[src/sv/bhbi_pkg.sv]
// Shared types, constants and residue tables for the byte hash bucket index unit.
package bhbi_pkg;

   localparam int unsigned HASH_W      = 64;
   localparam int unsigned BYTE_W      = 8;
   localparam int unsigned LEN_W       = 16;
   localparam int unsigned BKT_CNT_W   = 21;
   localparam int unsigned BKT_IDX_W   = 20;
   localparam int unsigned REQ_DATA_W  = 24;
   localparam int unsigned RSP_DATA_W  = 88;
   localparam int unsigned DIV_CNT_W   = 6;

   localparam logic [4:0]           SHL_PERIOD  = 5'd24;
   localparam logic [6:0]           MIX_PERIOD  = 7'd42;
   localparam logic [5:0]           MIX_BASE    = 6'd63;
   localparam logic [BKT_CNT_W-1:0] MAX_BUCKETS = 21'd1048576;
   localparam logic [BKT_CNT_W-1:0] BKT_RESET   = 21'd1024;
   localparam logic [DIV_CNT_W-1:0] DIV_LAST    = 6'd63;

   typedef logic [5:0] mod_table_type [256];

   // residue of the low length byte modulo 42
   function automatic mod_table_type build_lo_mod();
      mod_table_type t;
      logic [6:0]    c;
      c = '0;
      for (int i = 0; i < 256; i++) begin
         t[i] = c[5:0];
         c = (c == MIX_PERIOD - 7'd1) ? 7'd0 : c + 7'd1;
      end
      return t;
   endfunction

   // residue of (high length byte * 256) modulo 42; 256 mod 42 is 4
   function automatic mod_table_type build_hi_mod();
      mod_table_type t;
      logic [6:0]    c;
      c = '0;
      for (int i = 0; i < 256; i++) begin
         t[i] = c[5:0];
         c = c + 7'd4;
         if (c >= MIX_PERIOD) begin
            c = c - MIX_PERIOD;
         end
      end
      return t;
   endfunction

   localparam mod_table_type LEN_LO_MOD = build_lo_mod();
   localparam mod_table_type LEN_HI_MOD = build_hi_mod();

   typedef struct packed {
      logic a_load;
      logic a_apply;
      logic div_start;
      logic div_step;
      logic out_load;
   } bhbi_cmd_type;

   typedef struct packed {
      logic a_last;
   } bhbi_stat_type;

endpackage

[src/sv/byte_hash_bucket_index_unit.sv]
// Byte hash bucket index unit: streams key bytes into a 64-bit hash and bucket index.
// Throughput: one key byte per cycle; a key's final beat waits while the previous
//   key's bit-serial modulo runs or its result waits to enter the result register.
// Result path: final beat's input register, bit-serial modulo run, hold state, result register.
// Reset (synchronous, active high) clears hash, position, handshakes and sets
//   bucket_count to 1024.
module byte_hash_bucket_index_unit
   import bhbi_pkg::*;
(
   input  logic                  clock,
   input  logic                  reset,
   input  logic                  req_tvalid,
   output logic                  req_tready,
   input  logic [REQ_DATA_W-1:0] req_tdata,   // [7:0] key_byte, [23:8] key_length
   input  logic                  req_tlast,   // last_byte
   output logic                  rsp_tvalid,
   input  logic                  rsp_tready,
   output logic [RSP_DATA_W-1:0] rsp_tdata,   // [63:0] hash_value, [83:64] bucket_index
   input  logic                  csr_wr_en,
   input  logic [BKT_CNT_W-1:0]  csr_wr_data  // bucket_count
);

   bhbi_cmd_type  cmd;
   bhbi_stat_type stat;

   bhbi_ctrl u_ctrl (
      .clock      (clock),
      .reset      (reset),
      .req_tvalid (req_tvalid),
      .req_tready (req_tready),
      .rsp_tvalid (rsp_tvalid),
      .rsp_tready (rsp_tready),
      .stat       (stat),
      .cmd        (cmd)
   );

   bhbi_dpath u_dpath (
      .clock       (clock),
      .reset       (reset),
      .req_tdata   (req_tdata),
      .req_tlast   (req_tlast),
      .csr_wr_en   (csr_wr_en),
      .csr_wr_data (csr_wr_data),
      .cmd         (cmd),
      .stat        (stat),
      .rsp_tdata   (rsp_tdata)
   );

endmodule

[src/sv/bhbi_ctrl.sv]
// Controller: input stage occupancy, divider sequencing and result register handshake.
module bhbi_ctrl
   import bhbi_pkg::*;
(
   input  logic          clock,
   input  logic          reset,
   input  logic          req_tvalid,
   output logic          req_tready,
   output logic          rsp_tvalid,
   input  logic          rsp_tready,
   input  bhbi_stat_type stat,
   output bhbi_cmd_type  cmd
);

   typedef enum logic [2:0] {
      ST_IDLE = 3'b001,
      ST_RUN  = 3'b010,
      ST_HOLD = 3'b100
   } state_type;

   state_type            state_ff, state_in;
   logic [DIV_CNT_W-1:0] cnt_ff, cnt_in;
   logic                 a_valid_ff, a_valid_in;
   logic                 rsp_valid_ff, rsp_valid_in;
   logic                 apply;
   logic                 fire;

   assign apply      = a_valid_ff & (~stat.a_last | (state_ff == ST_IDLE));
   assign req_tready = ~a_valid_ff | apply;
   assign fire       = req_tvalid & req_tready;
   assign rsp_tvalid = rsp_valid_ff;

   always_comb begin
      state_in      = state_ff;
      cnt_in        = cnt_ff;
      cmd.a_load    = fire;
      cmd.a_apply   = apply;
      cmd.div_start = apply & stat.a_last;
      cmd.div_step  = 1'b0;
      cmd.out_load  = 1'b0;
      case (state_ff)
         ST_IDLE: begin
            if (cmd.div_start) begin
               state_in = ST_RUN;
               cnt_in   = '0;
            end
         end
         ST_RUN: begin
            cmd.div_step = 1'b1;
            cnt_in       = cnt_ff + 1'b1;
            if (cnt_ff == DIV_LAST) begin
               state_in = ST_HOLD;
            end
         end
         ST_HOLD: begin
            if (~rsp_valid_ff | rsp_tready) begin
               cmd.out_load = 1'b1;
               state_in     = ST_IDLE;
            end
         end
         default: begin
            state_in = ST_IDLE;
         end
      endcase
   end

   assign a_valid_in   = fire ? 1'b1 : (apply ? 1'b0 : a_valid_ff);
   assign rsp_valid_in = cmd.out_load ? 1'b1 : (rsp_tready ? 1'b0 : rsp_valid_ff);

   always_ff @(posedge clock) begin
      if (reset) begin
         state_ff     <= ST_IDLE;
         cnt_ff       <= '0;
         a_valid_ff   <= 1'b0;
         rsp_valid_ff <= 1'b0;
      end else begin
         state_ff     <= state_in;
         cnt_ff       <= cnt_in;
         a_valid_ff   <= a_valid_in;
         rsp_valid_ff <= rsp_valid_in;
      end
   end

   a_start_runs: assert property (@(posedge clock) disable iff (reset)
      cmd.div_start |=> state_ff == ST_RUN)
      else $error("divider start did not enter run");

   a_run_ends: assert property (@(posedge clock) disable iff (reset)
      (state_ff == ST_RUN && cnt_ff == DIV_LAST) |=> state_ff == ST_HOLD)
      else $error("divider did not finish after 64 steps");

   a_load_shows: assert property (@(posedge clock) disable iff (reset)
      cmd.out_load |=> rsp_valid_ff)
      else $error("result load did not raise valid");

   a_last_waits: assert property (@(posedge clock) disable iff (reset)
      (a_valid_ff && stat.a_last && state_ff != ST_IDLE) |-> !req_tready)
      else $error("final beat applied while divider busy");

endmodule

[src/sv/bhbi_dpath.sv]
// Datapath: shift residues, hash update, restoring modulo divider and result register.
module bhbi_dpath
   import bhbi_pkg::*;
(
   input  logic                  clock,
   input  logic                  reset,
   input  logic [REQ_DATA_W-1:0] req_tdata,
   input  logic                  req_tlast,
   input  logic                  csr_wr_en,
   input  logic [BKT_CNT_W-1:0]  csr_wr_data,
   input  bhbi_cmd_type          cmd,
   output bhbi_stat_type         stat,
   output logic [RSP_DATA_W-1:0] rsp_tdata
);

   logic [BYTE_W-1:0]    key_byte;
   logic [LEN_W-1:0]     key_length;

   logic [LEN_W-1:0]     pos_ff, pos_in;
   logic [4:0]           pos24_ff, pos24_in;
   logic [5:0]           pos42_ff, pos42_in;

   logic [BYTE_W-1:0]    kb_a_ff;
   logic                 last_a_ff;
   logic [4:0]           shl_a_ff;
   logic [5:0]           mix_a_ff;

   logic [6:0]           len_sum;
   logic [5:0]           len_mod;
   logic [6:0]           mix_sum;
   logic [5:0]           mix_mod;

   logic [HASH_W-1:0]    hash_ff;
   logic [HASH_W-1:0]    h1, h2;

   logic [BKT_CNT_W-1:0] bkt_cnt_ff;
   logic [BKT_CNT_W-1:0] nb_eff;
   logic [BKT_CNT_W-1:0] nb_ff;
   logic [HASH_W-1:0]    dvd_ff;
   logic [HASH_W-1:0]    hold_ff;
   logic [BKT_IDX_W-1:0] rem_ff;
   logic [BKT_CNT_W-1:0] trial;
   logic [BKT_CNT_W-1:0] diff;

   logic [HASH_W-1:0]    out_hash_ff;
   logic [BKT_IDX_W-1:0] out_bkt_ff;

   assign key_byte   = req_tdata[7:0];
   assign key_length = req_tdata[23:8];

   // position residues tracked as counters; a 16-bit wrap restarts them
   always_comb begin
      pos_in   = pos_ff + 1'b1;
      pos24_in = (pos24_ff == SHL_PERIOD - 5'd1) ? 5'd0 : pos24_ff + 1'b1;
      pos42_in = (pos42_ff == 6'(MIX_PERIOD - 7'd1)) ? 6'd0 : pos42_ff + 1'b1;
      if (req_tlast || pos_ff == '1) begin
         pos24_in = '0;
         pos42_in = '0;
      end
      if (req_tlast) begin
         pos_in = '0;
      end
   end

   always_comb begin
      len_sum = {1'b0, LEN_LO_MOD[key_length[7:0]]} + {1'b0, LEN_HI_MOD[key_length[15:8]]};
      len_mod = (len_sum >= MIX_PERIOD) ? 6'(len_sum - MIX_PERIOD) : len_sum[5:0];
      mix_sum = {1'b0, len_mod} + {1'b0, pos42_ff};
      mix_mod = (mix_sum >= MIX_PERIOD) ? 6'(mix_sum - MIX_PERIOD) : mix_sum[5:0];
   end

   always_ff @(posedge clock) begin
      if (reset) begin
         pos_ff   <= '0;
         pos24_ff <= '0;
         pos42_ff <= '0;
      end else if (cmd.a_load) begin
         pos_ff   <= pos_in;
         pos24_ff <= pos24_in;
         pos42_ff <= pos42_in;
      end
   end

   always_ff @(posedge clock) begin
      if (cmd.a_load) begin
         kb_a_ff   <= key_byte;
         last_a_ff <= req_tlast;
         shl_a_ff  <= pos24_ff + 5'd1;
         mix_a_ff  <= mix_mod + 6'd1;
      end
   end

   assign stat.a_last = last_a_ff;

   always_comb begin
      h1 = hash_ff + {{(HASH_W-BYTE_W){1'b0}}, kb_a_ff} + (hash_ff << shl_a_ff);
      h2 = h1 ^ ((h1 << mix_a_ff) | (h1 >> (MIX_BASE - mix_a_ff)));
   end

   always_ff @(posedge clock) begin
      if (reset) begin
         hash_ff <= '0;
      end else if (cmd.a_apply) begin
         hash_ff <= last_a_ff ? '0 : h2;
      end
   end

   always_ff @(posedge clock) begin
      if (reset) begin
         bkt_cnt_ff <= BKT_RESET;
      end else if (csr_wr_en) begin
         bkt_cnt_ff <= csr_wr_data;
      end
   end

   always_comb begin
      nb_eff = bkt_cnt_ff;
      if (bkt_cnt_ff == '0) begin
         nb_eff = BKT_CNT_W'(1);
      end else if (bkt_cnt_ff > MAX_BUCKETS) begin
         nb_eff = MAX_BUCKETS;
      end
   end

   // one quotient bit per cycle, MSB first
   assign trial = {rem_ff, dvd_ff[HASH_W-1]};
   assign diff  = trial - nb_ff;

   always_ff @(posedge clock) begin
      if (cmd.div_start) begin
         dvd_ff  <= h2;
         hold_ff <= h2;
         rem_ff  <= '0;
         nb_ff   <= nb_eff;
      end else if (cmd.div_step) begin
         dvd_ff <= {dvd_ff[HASH_W-2:0], 1'b0};
         rem_ff <= (trial >= nb_ff) ? diff[BKT_IDX_W-1:0] : trial[BKT_IDX_W-1:0];
      end
   end

   always_ff @(posedge clock) begin
      if (cmd.out_load) begin
         out_hash_ff <= hold_ff;
         out_bkt_ff  <= rem_ff;
      end
   end

   assign rsp_tdata = {{(RSP_DATA_W-HASH_W-BKT_IDX_W){1'b0}}, out_bkt_ff, out_hash_ff};

endmodule

[config.mk]
export PLATFORM = sky130hd
export DESIGN_NAME = byte_hash_bucket_index_unit
export DESIGN_NICKNAME = d
export VERILOG_FILES = /design/src/sv/bhbi_pkg.sv /design/src/sv/byte_hash_bucket_index_unit.sv /design/src/sv/bhbi_ctrl.sv /design/src/sv/bhbi_dpath.sv
export SDC_FILE = /design/constraint.sdc
export NUM_CORES = 2
export LEC_CHECK = 0
export BUFFER_PORTS_ARGS = -buffer_cell sky130_fd_sc_hd__buf_2
export CAP_MARGIN = 20
export CELL_PAD_IN_SITES_DETAIL_PLACEMENT = 1
export CELL_PAD_IN_SITES_GLOBAL_PLACEMENT = 1
export CORE_ASPECT_RATIO = 0.75
export CORE_MARGIN = 2
export CORE_UTILIZATION = 46
export CTS_BUF_LIST = sky130_fd_sc_hd__clkbuf_8
export DETAILED_ROUTE_END_ITERATION = 7
export HOLD_SLACK_MARGIN = 0.03
export PLACE_DENSITY = 0.9
export SKIP_LAST_GASP = 1
export SLEW_MARGIN = 25
export SYNTH_ARGS = -nofsm -noshare
export SYNTH_HDL_FRONTEND = slang
export SYNTH_SLANG_ARGS = --single-unit
[constraint.sdc]
create_clock -name clock -period 6.8 [get_ports clock]
set_input_delay 0.34 -clock clock [delete_from_list [all_inputs] [get_ports clock]]
set_output_delay 0.34 -clock clock [all_outputs]
set_load 0.05 [all_outputs]
==> results of run 1 <==
what timing repair did:
action,CTS
setup endpoints to repair,192
setup buffers,40
hold endpoints to repair,31
gates resized for setup,472
pin swaps,61
hold buffers,31
cloned,3
kinds of logic after synthesis:
family	synth area share
compound gates	0.2323
xor+xnor	0.03919
fa+ha+maj	0.07052
buf+inv	0.04130
flops	0.2990
mux	0.1474
other cells	0.0001072
simple gates	0.1702
metrics by stage:
| stage | area (um2) | hold WS, ns | worst slack [ns] | TNS (ns) |
|---|---|---|---|---|
| 3_3_place_gp | 41000 | 0.4018 | -0.3091 | -5.799 |
| 4_1_cts | 45200 | 0.03992 | -0.05295 | -0.2910 |
| 2_1_floorplan | 35000 | 0.4003 | 0.07201 | 0 |
| 3_5_place_dp | 41000 | 0.4057 | -0.6859 | -68.07 |
per-layer routing:
metal,overflow,global-route usage
met1,46,0.7702
met4,408,0.8077
met2,706,0.9204
met5,1,0.4722
met3,35,0.6571
==> run metrics, run 1 <==
Syn Std Cell Area=0.03499 mm2; outcome=stopped before the end; Err=[ERROR GRT-0116] Global routing finished with congestion. Check the congestion regions in the DRC Viewer.; main area contributors after synthesis=edfxtp_1 22%, dfxtp_1 8.2%, ha_1 6.4%, mux2i_1 5.9%, mux4_2 5.5%; # IOs=between 100 and 150; Inserted Clock Buffers=60; clk buf depth=3; area share of the largest cell type after synthesis=0.2171; largest net degree at the start of global routing=between 80 and 90; most common cell in the netlist=nand2_1; placed cell count=5526; Failed at=global routing (5_1_grt); register area share after synthesis=0.2990; Initial Util=0.4651; Syn Inst Count=approximately 4000; DIE HEIGHT=242.8 um; Netlist cell types=108; Die X=322.5 um; final HPWL from detailed placement=about 150 mm; Rows=87; commonest cells in the netlist=431 x nand2_1, 358 x nor2_1, 253 x edfxtp_1, 239 x a21oi_1, 238 x o21ai_0; GRT Resource Usage Total=0.7848; syn_area_per_cell=8.804 um2; first-pass GRT wire length=439.5 mm; area leader, netlist=edfxtp_1; Routability Congestion=roughly 1.2; vias in the first global route=about 55000; Async SR Flop Fraction=0; EDFF count, synth=253; Ys Warns=0; CTS root buf=clkbuf_8; Port Buffers=136; clk sinks=slightly below 400; Top FF cell, synth=edfxtp_1; Remaining Overflow, GRT=1196; H-Tree Depth=2; register bit total from synthesis=396
==> run 2: changes to the inputs <==
CELL_PAD_IN_SITES_DETAIL_PLACEMENT = unset   (was 1)
CELL_PAD_IN_SITES_GLOBAL_PLACEMENT = unset   (was 1)
CORE_ASPECT_RATIO = unset   (was 0.75)
CORE_UTILIZATION = 38   (was 46)
CTS_BUF_LIST = unset   (was sky130_fd_sc_hd__clkbuf_8)
HOLD_SLACK_MARGIN = unset   (was 0.03)
PLACE_DENSITY = unset   (was 0.9)
PLACE_DENSITY_LB_ADDON = 0.15   (was unset)
clock period = 8.8 ns   (was 6.8 ns; I/O delays follow)
==> run 2 against run 1 <==
  * The run now ends clean
  * Synthesized cell count unchanged
  * Synthesized area unchanged
==> run metrics, run 2 <==
setup_tns=0 ns; most frequent cells in the layout=431 x nand2_1, 356 x nor2_1, 253 x edfxtp_1; Tmin final=8.422 ns; Netlist cell types=108 (unchanged); most common cell after layout, fill and taps aside=nand2_1; Ys Warns=0 (unchanged); RSZ-0062 raised after global routing=false; R2R cell count=23; Core Area=0.09139 mm2; main area contributors after synthesis=edfxtp_1 22%, dfxtp_1 8.2%, ha_1 6.4%, mux2i_1 5.9%, mux4_2 5.5%; Syn-to-layout area delta=11.67%; Rows=111 (+28%); Hold WC Path Type=primary input to flop; H-Tree Depth=2 (unchanged); share of cells above drive strength 1=0.1597; Final period util=0.9571; register area share after synthesis=0.2990 (unchanged); Post-Place Setup Slack=0.2824 ns (+0.9684 ns); # IOs=141 (unchanged); outcome=finished clean; Hold Path Cell Cnt=1; kind of end point of the critical path=flop; Port Buffers=136 (unchanged); CP peak stage delay=roughly 0.73 ns; clk_skew=between 0.03 and 0.04 ns; Syn Inst Count=3974 (unchanged); via count=34070; crit-path cells=buf_4 -> mux2i_1 -> a21oi_1 -> a21oi_1 -> mux2_2 -> nor2_1 -> ha_1 -> ha_1 -> a21oi_1 -> o21ai_1 -> a221o_1 -> o21ai_1 -> a211oi_1 -> buf_4 -> o21ai_0 -> a21oi_1 -> nor3_1 -> a22oi_1 -> buf_4 -> o21ai_0 -> o221ai_1 -> xnor2_1 -> mux2_2; first-pass GRT wire length=224.6 mm; FF-to-FF End=u_dpath.dvd_ff[41]; clk buf depth=3 (unchanged); maximum operating frequency=0.1187 GHz; DIE HEIGHT=307.4 um (+27%); CP required=between 9 and 10 ns; EDFF count, synth=253 (unchanged); slew at the pin with the worst max-slew slack=~1.2 ns; pwr dens=~330 mW/mm2; area share of the largest cell type after synthesis=0.2171 (unchanged); Top FF cell, synth=edfxtp_1; GR peak layer=met2; Worst EP arrival=8.85 ns; register bit total from synthesis=396 (unchanged); clk sinks=396 (unchanged); Final WS setup=0.3779 ns; met1 Use GR=0.4351; r2r startpoint=u_dpath.shl_a_ff[1]; final setup fails=0; 1st-iter DRT viols=4175; CTS tree=built; placed cell count=5220 (-5.5%); vias in the first global route=31550; Largest delay share family, worst path=compound AO/OA/AOI/OAI gates; Die X=307.4 um (-4.7%); most used cell, CP=a21oi_1; final hold vios=0; max-cap violations=0; Inserted Clock Buffers=43 (-28%); commonest cells in the netlist=431 x nand2_1, 358 x nor2_1, 253 x edfxtp_1, 239 x a21oi_1, 238 x o21ai_0; fin cells=5301; initial antenna violation count=5; drt pass-1 iters=6; maximum VDD drop=around 200 uV; Clk Latency, worst-skew pair=0.59 ns; Hold Path End=u_dpath.kb_a_ff[0]; Total Wirelength=~160 mm; final HPWL from detailed placement=121.6 mm (-17%); Routability Congestion=1.052 (-12%); slowest CP cell=xnor2_1; critical path class=flop to flop; Syn Std Cell Area=0.03499 mm2 (unchanged); fin nets=around 4300; area leader, netlist=edfxtp_1; Slew HR=0.1923; Clk pin slew, worst setup/hold paths=0.06 ns; DRC viols=0; syn_area_per_cell=8.804 um2 (unchanged); hold buffers post-CTS=0 (-100%); CP startpoint kind=flop; Avg WL per Cell=29.36 um; postcts setup bufs=0 (-100%); vias per cell=6.426; antenna-violating nets left=0; most common cell in the netlist=nand2_1; leakage power=15.35 nW; GR Util met2=0.4793; fin. max-slew vios=0; Remaining Overflow, GRT=0; CTS root buf=clkbuf_16; Initial Util=0.3829 (-0.08229); CP Buf/Inv Count=3; CP max FO=24; GRT Resource Usage Total=0.3209; die area=0.09452 mm2; reg-to-reg slack, setup=0.38 ns; Async SR Flop Fraction=0 (unchanged); min-delay src=req_tdata[0]; M3 GR Usage=0.06373; largest net degree at the start of global routing=90
run 2: cell counts after synthesis:
No cell type changed its count.
run 2: repair_timing:
| item | in CTS | in global routing |
|---|---|---|
| endpoints found under the hold margin | 0 | 0 |
| gates resized for setup | 0 | 2 |
| setup endpoints to repair | 0 | 4 |
run 2: routing by layer:
| metal | wire [um] | vias to the layer above |
|---|---|---|
| li1 | - | 15360 |
| met1 | 64540 | 16490 |
| met2 | 65920 | 1849 |
| met3 | 14810 | 358 |
| met4 | 10200 | 2 |
| met5 | 149 | - |
run 2: report_power, final:
part / internal, mW / switching, mW
clock network: 1.07 / 0.764
registers: 2.36 / 0.248
logic: 2.90 / 5.61
total: 6.33 / 6.62
run 2: through the flow:
step | util | power, mW | hold WS (ns) | instance area, um2
finish | 0.4275 | 12.96 | 0.04180 | 39070
global route | 0.4275 | 13.33 | 0.03237 | 39070
CTS | 0.4274 | 12.65 | 0.01554 | 39060
detailed placement | 0.4118 | 10.77 | 0.4045 | 37630
global placement | 0.4117 | 10.83 | 0.4032 | 37620
floorplan | - | 7.070 | 0.4003 | 35000
run 2: kinds of logic after synthesis:
family / after synthesis / share of synthesized area
other cells: 1 / 0.0001072
compound gates: 1181 / 0.2323
xor+xnor: 154 / 0.03919
fa+ha+maj: 190 / 0.07052
flops: 396 / 0.2990
buf+inv: 371 / 0.04130
simple gates: 1286 / 0.1702
mux: 395 / 0.1474
run 2: worst max-delay path by stage:
stage / cells past startpoint / to / startpoint
global placement: 21 / u_dpath.dvd_ff[62] / u_dpath.shl_a_ff[1]
global route: 21 / u_dpath.dvd_ff[62] / u_dpath.shl_a_ff[1]
floorplan: 24 / u_dpath.dvd_ff[52] / u_dpath.shl_a_ff[0]
finish: 23 / u_dpath.dvd_ff[41] / u_dpath.shl_a_ff[1]
detailed placement: 22 / u_dpath.dvd_ff[62] / u_dpath.shl_a_ff[0]
CTS: 22 / u_dpath.dvd_ff[62] / u_dpath.shl_a_ff[0]
run 2: layout make-up:
type                            count  area (um2)
Antenna cell                        2       5.005
Inverter                          101       387.9
Timing Repair Buffer              327        2165
Clock inverter                     14       183.9
Multi-Input combinational cell   3210       23140
Clock buffer                       65        1241
Fill cell                        9131       52310
Tap cell                         1186        1484
Sequential cell                   396       10460
No activity file was read; power rests on OpenSTA's default activity.
